==> src/sv/svp_pkg.sv <==
`timescale 1ns / 1ps
`default_nettype none

package svp_pkg;

   // Field widths
   localparam int PulseW  = 12;
   localparam int SpanW   = 10;
   localparam int BandW   = 10;
   localparam int StepW   = 8;
   localparam int AgeW    = 8;
   localparam int IntentW = 16;
   localparam int ProdW   = IntentW + SpanW;
   localparam int QuotW   = 16;
   localparam int CsrIdxW = 3;
   localparam int CsrDatW = 12;

   // Reciprocal of 1000: floor(p / 1000) == (p * RecipMult) >> RecipShift for p < 2**25
   localparam int RecipShift = 35;
   localparam logic [ProdW-1:0] RecipMult = 26'd34359739;

   // Reset values
   localparam logic [PulseW-1:0] NeutralReset = 12'd1500;
   localparam logic [PulseW-1:0] MinReset     = 12'd900;
   localparam logic [PulseW-1:0] MaxReset     = 12'd2100;
   localparam logic [SpanW-1:0]  SpanReset    = 10'd450;
   localparam logic [BandW-1:0]  BandReset    = 10'd20;
   localparam logic [StepW-1:0]  StepReset    = 8'd12;
   localparam logic [AgeW-1:0]   TimeoutReset = 8'd15;
   localparam logic [AgeW-1:0]   AgeMax       = 8'd255;

   // Register indexes
   typedef enum logic [CsrIdxW-1:0] {
      REG_NEUTRAL = 3'd0,
      REG_MIN     = 3'd1,
      REG_MAX     = 3'd2,
      REG_SPAN    = 3'd3,
      REG_BAND    = 3'd4,
      REG_STEP    = 3'd5,
      REG_TIMEOUT = 3'd6,
      REG_INVERT  = 3'd7
   } svp_reg_type;

   typedef struct packed {
      logic [PulseW-1:0] neutral;
      logic [PulseW-1:0] min_pulse;
      logic [PulseW-1:0] max_pulse;
      logic [SpanW-1:0]  span;
      logic [BandW-1:0]  band;
      logic [StepW-1:0]  step;
      logic [AgeW-1:0]   timeout;
      logic              invert;
   } svp_cfg_type;

   // Beat after the span multiply
   typedef struct packed {
      logic             is_tick;
      logic             cal;
      logic             in_band;
      logic             neg;
      logic [ProdW-1:0] prod;
   } svp_prod_type;

   // Beat after the divide by 1000
   typedef struct packed {
      logic             is_tick;
      logic             cal;
      logic             in_band;
      logic             neg;
      logic [QuotW-1:0] quot;
   } svp_scaled_type;

endpackage

`default_nettype wire

==> src/sv/servo_pulse_slew_with_link_watchdog.sv <==
`timescale 1ns / 1ps
`default_nettype none

// Channel | Dir | Beat contents
// req_*   | in  | packet (tuser 0) or control tick (tuser 1); intent and calibrated flag
// rsp_*   | out | one beat per tick: commanded pulse width and link status
// csr_*   | in  | register write, index 0..7, no read-back
//
// Ticks pass input, product, stage-3 and result registers; one beat is taken per cycle unless stalled.
// The span multiply, the reciprocal divide by 1000 and the clamp/slew logic
// each own one register stage.
// Packet beats retire inside the block and give no result.
// Synchronous reset restores the register defaults and neutral pulse; no clearing pass.
// A stalled result stops the pipe once a tick reaches the last stage; packets ahead of
// that tick keep retiring, and then three beats wait behind the held result.

module servo_pulse_slew_with_link_watchdog (
   input  wire         clock,
   input  wire         reset,
   input  wire         csr_wr_en,
   input  wire [2:0]   csr_index,
   input  wire [11:0]  csr_wdata,
   input  wire         req_tvalid,
   output logic        req_tready,
   input  wire [23:0]  req_tdata,   // [15:0] intent_value, [16] calibrated_flag, rest zero
   input  wire [0:0]   req_tuser,   // [0] func
   output logic        rsp_tvalid,
   input  wire         rsp_tready,
   output logic [15:0] rsp_tdata    // [11:0] pulse_us, [12] link_up, rest zero
);
   import svp_pkg::*;

   svp_cfg_type       cfg;
   logic              sc_valid;
   logic              sc_ready;
   svp_scaled_type    sc_beat;
   logic [PulseW-1:0] pulse;
   logic              link_up;

   svp_csr u_csr (
      .clock     (clock),
      .reset     (reset),
      .csr_wr_en (csr_wr_en),
      .csr_index (csr_index),
      .csr_wdata (csr_wdata),
      .cfg       (cfg)
   );

   svp_intent_scale u_scale (
      .clock     (clock),
      .reset     (reset),
      .cfg       (cfg),
      .in_valid  (req_tvalid),
      .in_ready  (req_tready),
      .in_tick   (req_tuser[0]),
      .in_intent (req_tdata[15:0]),
      .in_cal    (req_tdata[16]),
      .out_valid (sc_valid),
      .out_ready (sc_ready),
      .out_beat  (sc_beat)
   );

   svp_pulse_ctrl u_ctrl (
      .clock       (clock),
      .reset       (reset),
      .cfg         (cfg),
      .in_valid    (sc_valid),
      .in_ready    (sc_ready),
      .in_beat     (sc_beat),
      .rsp_valid   (rsp_tvalid),
      .rsp_ready   (rsp_tready),
      .rsp_pulse   (pulse),
      .rsp_link_up (link_up)
   );

   assign rsp_tdata = {3'b0, link_up, pulse};

   // Reset leaves no result pending
   a_reset_empty: assert property (@(posedge clock) reset |=> !rsp_tvalid)
      else $error("result pending after reset");

   // With the result register free the whole pipeline moves, so input is taken
   a_free_ready: assert property (@(posedge clock) disable iff (reset)
      !rsp_tvalid |-> req_tready)
      else $error("input stalled with empty result register");

   // Hold a stalled result beat unchanged
   a_rsp_hold: assert property (@(posedge clock) disable iff (reset)
      (rsp_tvalid && !rsp_tready) |=> (rsp_tvalid && $stable(rsp_tdata)))
      else $error("result beat changed while stalled");

endmodule

`default_nettype wire

==> src/sv/svp_csr.sv <==
`timescale 1ns / 1ps
`default_nettype none

module svp_csr (
   input  wire                              clock,
   input  wire                              reset,
   input  wire                              csr_wr_en,
   input  wire [svp_pkg::CsrIdxW-1:0]       csr_index,
   input  wire [svp_pkg::CsrDatW-1:0]       csr_wdata,
   output svp_pkg::svp_cfg_type             cfg
);
   import svp_pkg::*;

   svp_cfg_type cfg_ff;
   svp_cfg_type cfg_in;
   svp_reg_type idx;

   assign idx = svp_reg_type'(csr_index);

   // Decode the write into the register set
   always_comb begin
      cfg_in = cfg_ff;
      if (csr_wr_en) begin
         unique case (idx)
            REG_NEUTRAL: cfg_in.neutral   = csr_wdata[PulseW-1:0];
            REG_MIN:     cfg_in.min_pulse = csr_wdata[PulseW-1:0];
            REG_MAX:     cfg_in.max_pulse = csr_wdata[PulseW-1:0];
            REG_SPAN:    cfg_in.span      = csr_wdata[SpanW-1:0];
            REG_BAND:    cfg_in.band      = csr_wdata[BandW-1:0];
            REG_STEP:    cfg_in.step      = csr_wdata[StepW-1:0];
            REG_TIMEOUT: cfg_in.timeout   = csr_wdata[AgeW-1:0];
            REG_INVERT:  cfg_in.invert    = csr_wdata[0];
            default:     cfg_in = cfg_ff;
         endcase
      end
   end

   always_ff @(posedge clock) begin
      if (reset) begin
         cfg_ff.neutral   <= NeutralReset;
         cfg_ff.min_pulse <= MinReset;
         cfg_ff.max_pulse <= MaxReset;
         cfg_ff.span      <= SpanReset;
         cfg_ff.band      <= BandReset;
         cfg_ff.step      <= StepReset;
         cfg_ff.timeout   <= TimeoutReset;
         cfg_ff.invert    <= 1'b0;
      end else begin
         cfg_ff <= cfg_in;
      end
   end

   assign cfg = cfg_ff;

endmodule

`default_nettype wire

==> src/sv/svp_intent_scale.sv <==
`timescale 1ns / 1ps
`default_nettype none

module svp_intent_scale (
   input  wire                              clock,
   input  wire                              reset,
   input  wire svp_pkg::svp_cfg_type        cfg,
   input  wire                              in_valid,
   output logic                             in_ready,
   input  wire                              in_tick,
   input  wire [svp_pkg::IntentW-1:0]       in_intent,
   input  wire                              in_cal,
   output logic                             out_valid,
   input  wire                              out_ready,
   output svp_pkg::svp_scaled_type          out_beat
);
   import svp_pkg::*;

   // Input register
   logic               v1_ff;
   logic               tick1_ff;
   logic [IntentW-1:0] intent1_ff;
   logic               cal1_ff;

   // Packet contents as seen by the beat in the input register
   logic [IntentW-1:0] held_intent_ff;
   logic               held_cal_ff;

   // Product register
   logic               v2_ff;
   svp_prod_type       st2_ff;
   svp_prod_type       st2_in;

   logic               move2;
   logic [IntentW-1:0] eff_intent;
   logic [IntentW-1:0] mag;
   logic [2*ProdW-1:0] recip_full;

   // Advance when the next stage has room
   assign move2    = !v2_ff || out_ready;
   assign in_ready = !v1_ff || move2;

   // A packet uses its own intent, a tick the latest stored one
   assign eff_intent = tick1_ff ? held_intent_ff : intent1_ff;
   assign mag        = eff_intent[IntentW-1] ? (~eff_intent + 1'b1) : eff_intent;

   always_comb begin
      st2_in.is_tick = tick1_ff;
      st2_in.cal     = tick1_ff ? held_cal_ff : cal1_ff;
      st2_in.in_band = mag >= IntentW'(cfg.band);
      st2_in.neg     = eff_intent[IntentW-1];
      st2_in.prod    = ProdW'(mag) * ProdW'(cfg.span);
   end

   always_ff @(posedge clock) begin
      if (reset) begin
         v1_ff          <= 1'b0;
         v2_ff          <= 1'b0;
         held_intent_ff <= '0;
         held_cal_ff    <= 1'b0;
      end else begin
         if (in_ready) begin
            v1_ff <= in_valid;
         end
         if (move2) begin
            v2_ff <= v1_ff;
         end
         // Store packet contents as the packet leaves the input register
         if (v1_ff && move2 && !tick1_ff) begin
            held_intent_ff <= intent1_ff;
            held_cal_ff    <= cal1_ff;
         end
      end
   end

   // Payload registers
   always_ff @(posedge clock) begin
      if (in_ready && in_valid) begin
         tick1_ff   <= in_tick;
         intent1_ff <= in_intent;
         cal1_ff    <= in_cal;
      end
      if (move2) begin
         st2_ff <= st2_in;
      end
   end

   // Divide the product by 1000 through the reciprocal
   assign recip_full = {{ProdW{1'b0}}, st2_ff.prod} * {{ProdW{1'b0}}, RecipMult};

   always_comb begin
      out_beat.is_tick = st2_ff.is_tick;
      out_beat.cal     = st2_ff.cal;
      out_beat.in_band = st2_ff.in_band;
      out_beat.neg     = st2_ff.neg;
      out_beat.quot    = recip_full[RecipShift +: QuotW];
   end

   assign out_valid = v2_ff;

endmodule

`default_nettype wire

==> src/sv/svp_pulse_ctrl.sv <==
`timescale 1ns / 1ps
`default_nettype none

module svp_pulse_ctrl (
   input  wire                              clock,
   input  wire                              reset,
   input  wire svp_pkg::svp_cfg_type        cfg,
   input  wire                              in_valid,
   output logic                             in_ready,
   input  wire svp_pkg::svp_scaled_type     in_beat,
   output logic                             rsp_valid,
   input  wire                              rsp_ready,
   output logic [svp_pkg::PulseW-1:0]       rsp_pulse,
   output logic                             rsp_link_up
);
   import svp_pkg::*;

   logic              v3_ff;
   svp_scaled_type    st3_ff;

   logic [PulseW-1:0] cur_ff;
   logic [PulseW-1:0] cur_in;
   logic              seen_ff;
   logic [AgeW-1:0]   age_ff;

   logic              rsp_valid_ff;
   logic [PulseW-1:0] rsp_pulse_ff;
   logic              rsp_up_ff;

   logic              out_free;
   logic              fire;
   logic              link_up;
   logic              neg;
   logic signed [16:0] neutral_s;
   logic signed [16:0] off_s;
   logic signed [16:0] sum_s;
   logic [PulseW-1:0] clamped;
   logic [PulseW-1:0] target;
   logic [PulseW:0]   up_sum;
   logic [PulseW-1:0] diff;

   // Packets retire freely, ticks need room in the result register
   assign out_free = !rsp_valid_ff || rsp_ready;
   assign fire     = v3_ff && (!st3_ff.is_tick || out_free);
   assign in_ready = !v3_ff || fire;

   assign link_up = seen_ff && (age_ff < cfg.timeout);

   // Offset, sign, clamp and neutral fallback
   always_comb begin
      neg       = st3_ff.neg ^ cfg.invert;
      neutral_s = $signed({5'b0, cfg.neutral});
      off_s     = $signed({1'b0, st3_ff.quot});
      sum_s     = neg ? (neutral_s - off_s) : (neutral_s + off_s);
      if (sum_s < $signed({5'b0, cfg.min_pulse})) begin
         clamped = cfg.min_pulse;
      end else if (sum_s > $signed({5'b0, cfg.max_pulse})) begin
         clamped = cfg.max_pulse;
      end else begin
         clamped = sum_s[PulseW-1:0];
      end
      if (!link_up || !st3_ff.cal || !st3_ff.in_band) begin
         target = cfg.neutral;
      end else begin
         target = clamped;
      end
   end

   // Slew toward the target
   always_comb begin
      up_sum = {1'b0, cur_ff} + {5'b0, cfg.step};
      diff   = cur_ff - target;
      cur_in = cur_ff;
      if (cur_ff < target) begin
         cur_in = (up_sum < {1'b0, target}) ? up_sum[PulseW-1:0] : target;
      end else if (cur_ff > target) begin
         cur_in = (diff > {4'b0, cfg.step}) ? (cur_ff - {4'b0, cfg.step}) : target;
      end
   end

   always_ff @(posedge clock) begin
      if (reset) begin
         v3_ff        <= 1'b0;
         cur_ff       <= NeutralReset;
         seen_ff      <= 1'b0;
         age_ff       <= '0;
         rsp_valid_ff <= 1'b0;
      end else begin
         if (in_ready) begin
            v3_ff <= in_valid;
         end
         if (out_free) begin
            rsp_valid_ff <= fire && st3_ff.is_tick;
         end
         if (fire) begin
            if (st3_ff.is_tick) begin
               cur_ff <= cur_in;
               if (age_ff != AgeMax) begin
                  age_ff <= age_ff + 1'b1;
               end
            end else begin
               seen_ff <= 1'b1;
               age_ff  <= '0;
            end
         end
      end
   end

   // Payload registers
   always_ff @(posedge clock) begin
      if (in_ready && in_valid) begin
         st3_ff <= in_beat;
      end
      if (fire && st3_ff.is_tick) begin
         rsp_pulse_ff <= cur_in;
         rsp_up_ff    <= link_up;
      end
   end

   assign rsp_valid   = rsp_valid_ff;
   assign rsp_pulse   = rsp_pulse_ff;
   assign rsp_link_up = rsp_up_ff;

endmodule

`default_nettype wire
==> config.mk <==
export PLATFORM = sky130hd
export DESIGN_NAME = servo_pulse_slew_with_link_watchdog
export DESIGN_NICKNAME = d
export VERILOG_FILES = /design/src/sv/svp_pkg.sv /design/src/sv/servo_pulse_slew_with_link_watchdog.sv /design/src/sv/svp_csr.sv /design/src/sv/svp_intent_scale.sv /design/src/sv/svp_pulse_ctrl.sv
export SDC_FILE = /design/constraint.sdc
export NUM_CORES = 2
export LEC_CHECK = 0
export ABC_CLOCK_PERIOD_IN_PS = 9200
export BUFFER_PORTS_ARGS = -buffer_cell sky130_fd_sc_hd__buf_2
export CAP_MARGIN = 40
export CORE_MARGIN = 4
export CORE_UTILIZATION = 65
export DETAILED_ROUTE_END_ITERATION = 10
export HOLD_SLACK_MARGIN = 0.02
export PLACE_DENSITY_LB_ADDON = 0.12
export SETUP_SLACK_MARGIN = 0.5
export SLEW_MARGIN = 20
export SYNTH_ARGS = -nofsm -noshare
export SYNTH_HDL_FRONTEND = slang
export SYNTH_SLANG_ARGS = --single-unit
export TNS_END_PERCENT = 30
==> constraint.sdc <==
create_clock -name clock -period 9.2 [get_ports clock]
set_input_delay 0.92 -clock clock [delete_from_list [all_inputs] [get_ports clock]]
set_output_delay 0.92 -clock clock [all_outputs]
set_load 0.005 [all_outputs]
==> impl_metrics.yaml <==
critical_path:
  worst-setup-path-type: "flop to flop"
  cp-end-kind: "flop"
  timing.critical_path.arrival_ns: 8.61
  worst-path-stages: 39
  crit_slowest_cell: "or3_4"
  r2r_cells: 39
  cp_top_family: "simple AND/OR/NAND/NOR gates"
  slowest_delay_ns: 0.50
  r2r_slack_ns: 0.84
  cp_max_fo: 10
  worst-path-buf-inv: 2
  cp-start-kind: "flop"
  cpMostUsedCell: "ha_1"
  required_ns: 9.45
placed_design:
  gp_congestion: 0.946
  dp.final_hpwl_um: 51000
  place_inst: 3464
  pre_cts_slack_ns: 0.325
  io_buffers: 52
  post_dp_cell_area_sq_um: 27900
min_path:
  hold_class: "flop to flop"
  hold_path_depth: 0
timing:
  worst_slack_ns: 0.840
  rsz0062_at_grt: "no"
  tns_ns: 0
  relSlewSlack: 0.514
  fin_crit_ns: 8.36
  final.period_utilization: 0.909
  slew_viol_final: 0
  setup_viol: 0
  fmax_mhz: 120
  finClkSkew_ns: 0.0177
  hold_viol: 0
  worstMarginPinSlew_ns: 0.709
yosys:
  synth.most_common_cell: "inv_1"
  synthSimpleGateAreaFrac: 0.124
  ys_top_cells_by_area: "fa_1 24%, ha_1 20%, edfxtp_1 9.0%"
  synth_edf_count: 81
  syn_area_per_cell_sq_um: 9.22
  synth-compound-area-share: 0.102
  synth-seq-cells: 196
  ys.flop_type: "dfxtp_1"
  synth-seq-area-share: 0.176
  synth_top_family_by_area: "adder cells"
  yosys.area_share.adder: 0.447
  synth_top_area_share: 0.244
  synth_cell_types: 79
  synth_xor_area_frac: 0.0322
  async_reset_ff_frac: 0
  synth.area.mux_share: 0.0220
  netlist_area_sq_um: 27000
  synth_warnings: 0
  yosysTopAreaCell: "fa_1"
  synthTopCellsByCount: "597 x inv_1, 439 x ha_1, 328 x fa_1"
  synthCells: 2925
global_routing:
  globalRoute.totalOverflow: 0
  grtUsageMet1: 0.412
  grt_pass1_vias: 21100
  use_met3: 0.0402
  grt_max_degree: 76
  grt_pass1_wl_um: 105000
  grt_busiest_layer: "met2"
  use_met2: 0.475
  grt_antenna_before_repair: 2
  grt_usage: 0.290
clock_tree:
  ctsHtreeMaxLevel: 4
  clock_latency_ns: 0.50
  cts_hold_buf: 0
  cts_root_buf: "clkbuf_16"
  clkTransAtPathRegs_ns: 0.09
  clk_path_buf_depth: 2
  numCtsBuffers: 17
  cts_sinks: 196
  cts_tree: "yes"
floorplanning:
  die-area_sq_um: 44800
  pin_count: 63
  fp.dieW_um: 212
  die_y_um: 212
  initial_core_util: 0.659
  fp-row-count: 74
  coreArea_sq_um: 40900
routing:
  drt_iter0_drc: 1296
  wirelength_um: 62900
  num_vias: 20100
  final_antenna_net_count: 0
  viasPerCell: 5.73
  dr.pass1.iters: 5
  drc: 0
  wl_per_cell_um: 17.9
finish:
  design_area_sq_um: 28700
  area_delta_synth_final_pct: 6.63
  nNetsFinal: 3780
  fin_cells: 3514
  layout-drive-gt1-share: 0.0684
job:
  cap_violations: 0
run_status:
  outcome: "finished clean"
-- sequential cells by signal, indices dropped and copies added, names as in the netlist --
register,flops
u_csr.cfg,73
u_ctrl.age_ff,8
u_ctrl.cur_ff,12
u_ctrl.off_s,16
u_ctrl.rsp_link_up,1
u_ctrl.rsp_pulse,12
u_ctrl.rsp_valid,1
u_ctrl.seen_ff,1
u_ctrl.st3_ff,4
u_ctrl.v3_ff,1
u_scale.cal1_ff,1
u_scale.held_cal_ff,1
u_scale.held_intent_ff,16
u_scale.intent1_ff,16
u_scale.out_beat,4
u_scale.out_valid,1
u_scale.st2_ff,26
u_scale.tick1_ff,1
u_scale.v1_ff,1
-- cells in the final DEF (no fill, tap or decap), types with 9 or more instances in the layout --
cell and instances:
ha_1 437, o21ai_0 70, o211ai_1 11, o21a_1 22, a211o_1 22, or2_2 9
dfxtp_1 114, nand4_1 13, mux2_2 9, nand3b_1 12, xnor2_1 66, nand3_1 34
nor3_1 36, nor2_1 136, buf_2 51, a31oi_1 12, buf_4 56, and2_1 66
nor2b_1 35, clkbuf_16 17, edfxtp_1 81, and3_1 14, xor2_1 28, nand2b_1 19
or3_1 13, mux2i_1 48, a211oi_1 11, o21bai_1 17, a21o_1 31, inv_1 596
fa_1 328, a21oi_1 144, nand2_1 273
-- cell families after synthesis --
family / Yosys count
AO/OA/AOI/OAI: 424
XOR/XNOR: 99
adder cells (fa/ha/maj): 767
buffers and inverters: 685
flip-flops: 196
multiplexers: 58
other: 1
AND/OR/NAND/NOR: 695
-- routing by layer --
metal,vias to the layer above,part of all wire
li1,9586,-
met1,9910,0.45
met2,556,0.48
met3,81,0.057
met4,0,0.019
met5,-,0
-- what timing repair did --
action | in CTS | in global routing
resized for setup | 2 | 29
endpoints found under the hold margin | 0 | 0
setup buffers | 0 | 14
setup endpoints to repair | 9 | 24
pin swaps | 0 | 7
-- layout make-up --
class | count | area [sq um]
fill | 3228 | 12200
clock buffer | 18 | 429
antenna | 1 | 2.50
multi-input combinational | 2046 | 19800
clock inverter | 14 | 164
tap | 532 | 666
sequential | 196 | 4740
inverter | 597 | 2240
timing repair buffer | 110 | 722
-- path summary, 6_finish.rpt --
check	start	endpoint
setup reg to reg	u_ctrl.off_s[0]	u_ctrl.rsp_pulse[3]
hold / removal	u_scale.out_beat[17]	u_ctrl.st3_ff[17]
setup / recovery	u_ctrl.off_s[0]	u_ctrl.rsp_pulse[3]
hold reg to reg	u_scale.out_beat[17]	u_ctrl.st3_ff[17]
-- through the flow --
step           hold WS [ns]   util
4_1_cts               0.444  0.696
3_5_place_dp          0.413  0.681
6_report              0.441  0.702
3_3_place_gp          0.409  0.680
5_1_grt               0.449  0.702
2_1_floorplan         0.400      -
Power is left out: the tool's default activity adds up to more than one toggle a clock period on the data nets, which glitch-free logic cannot reach.
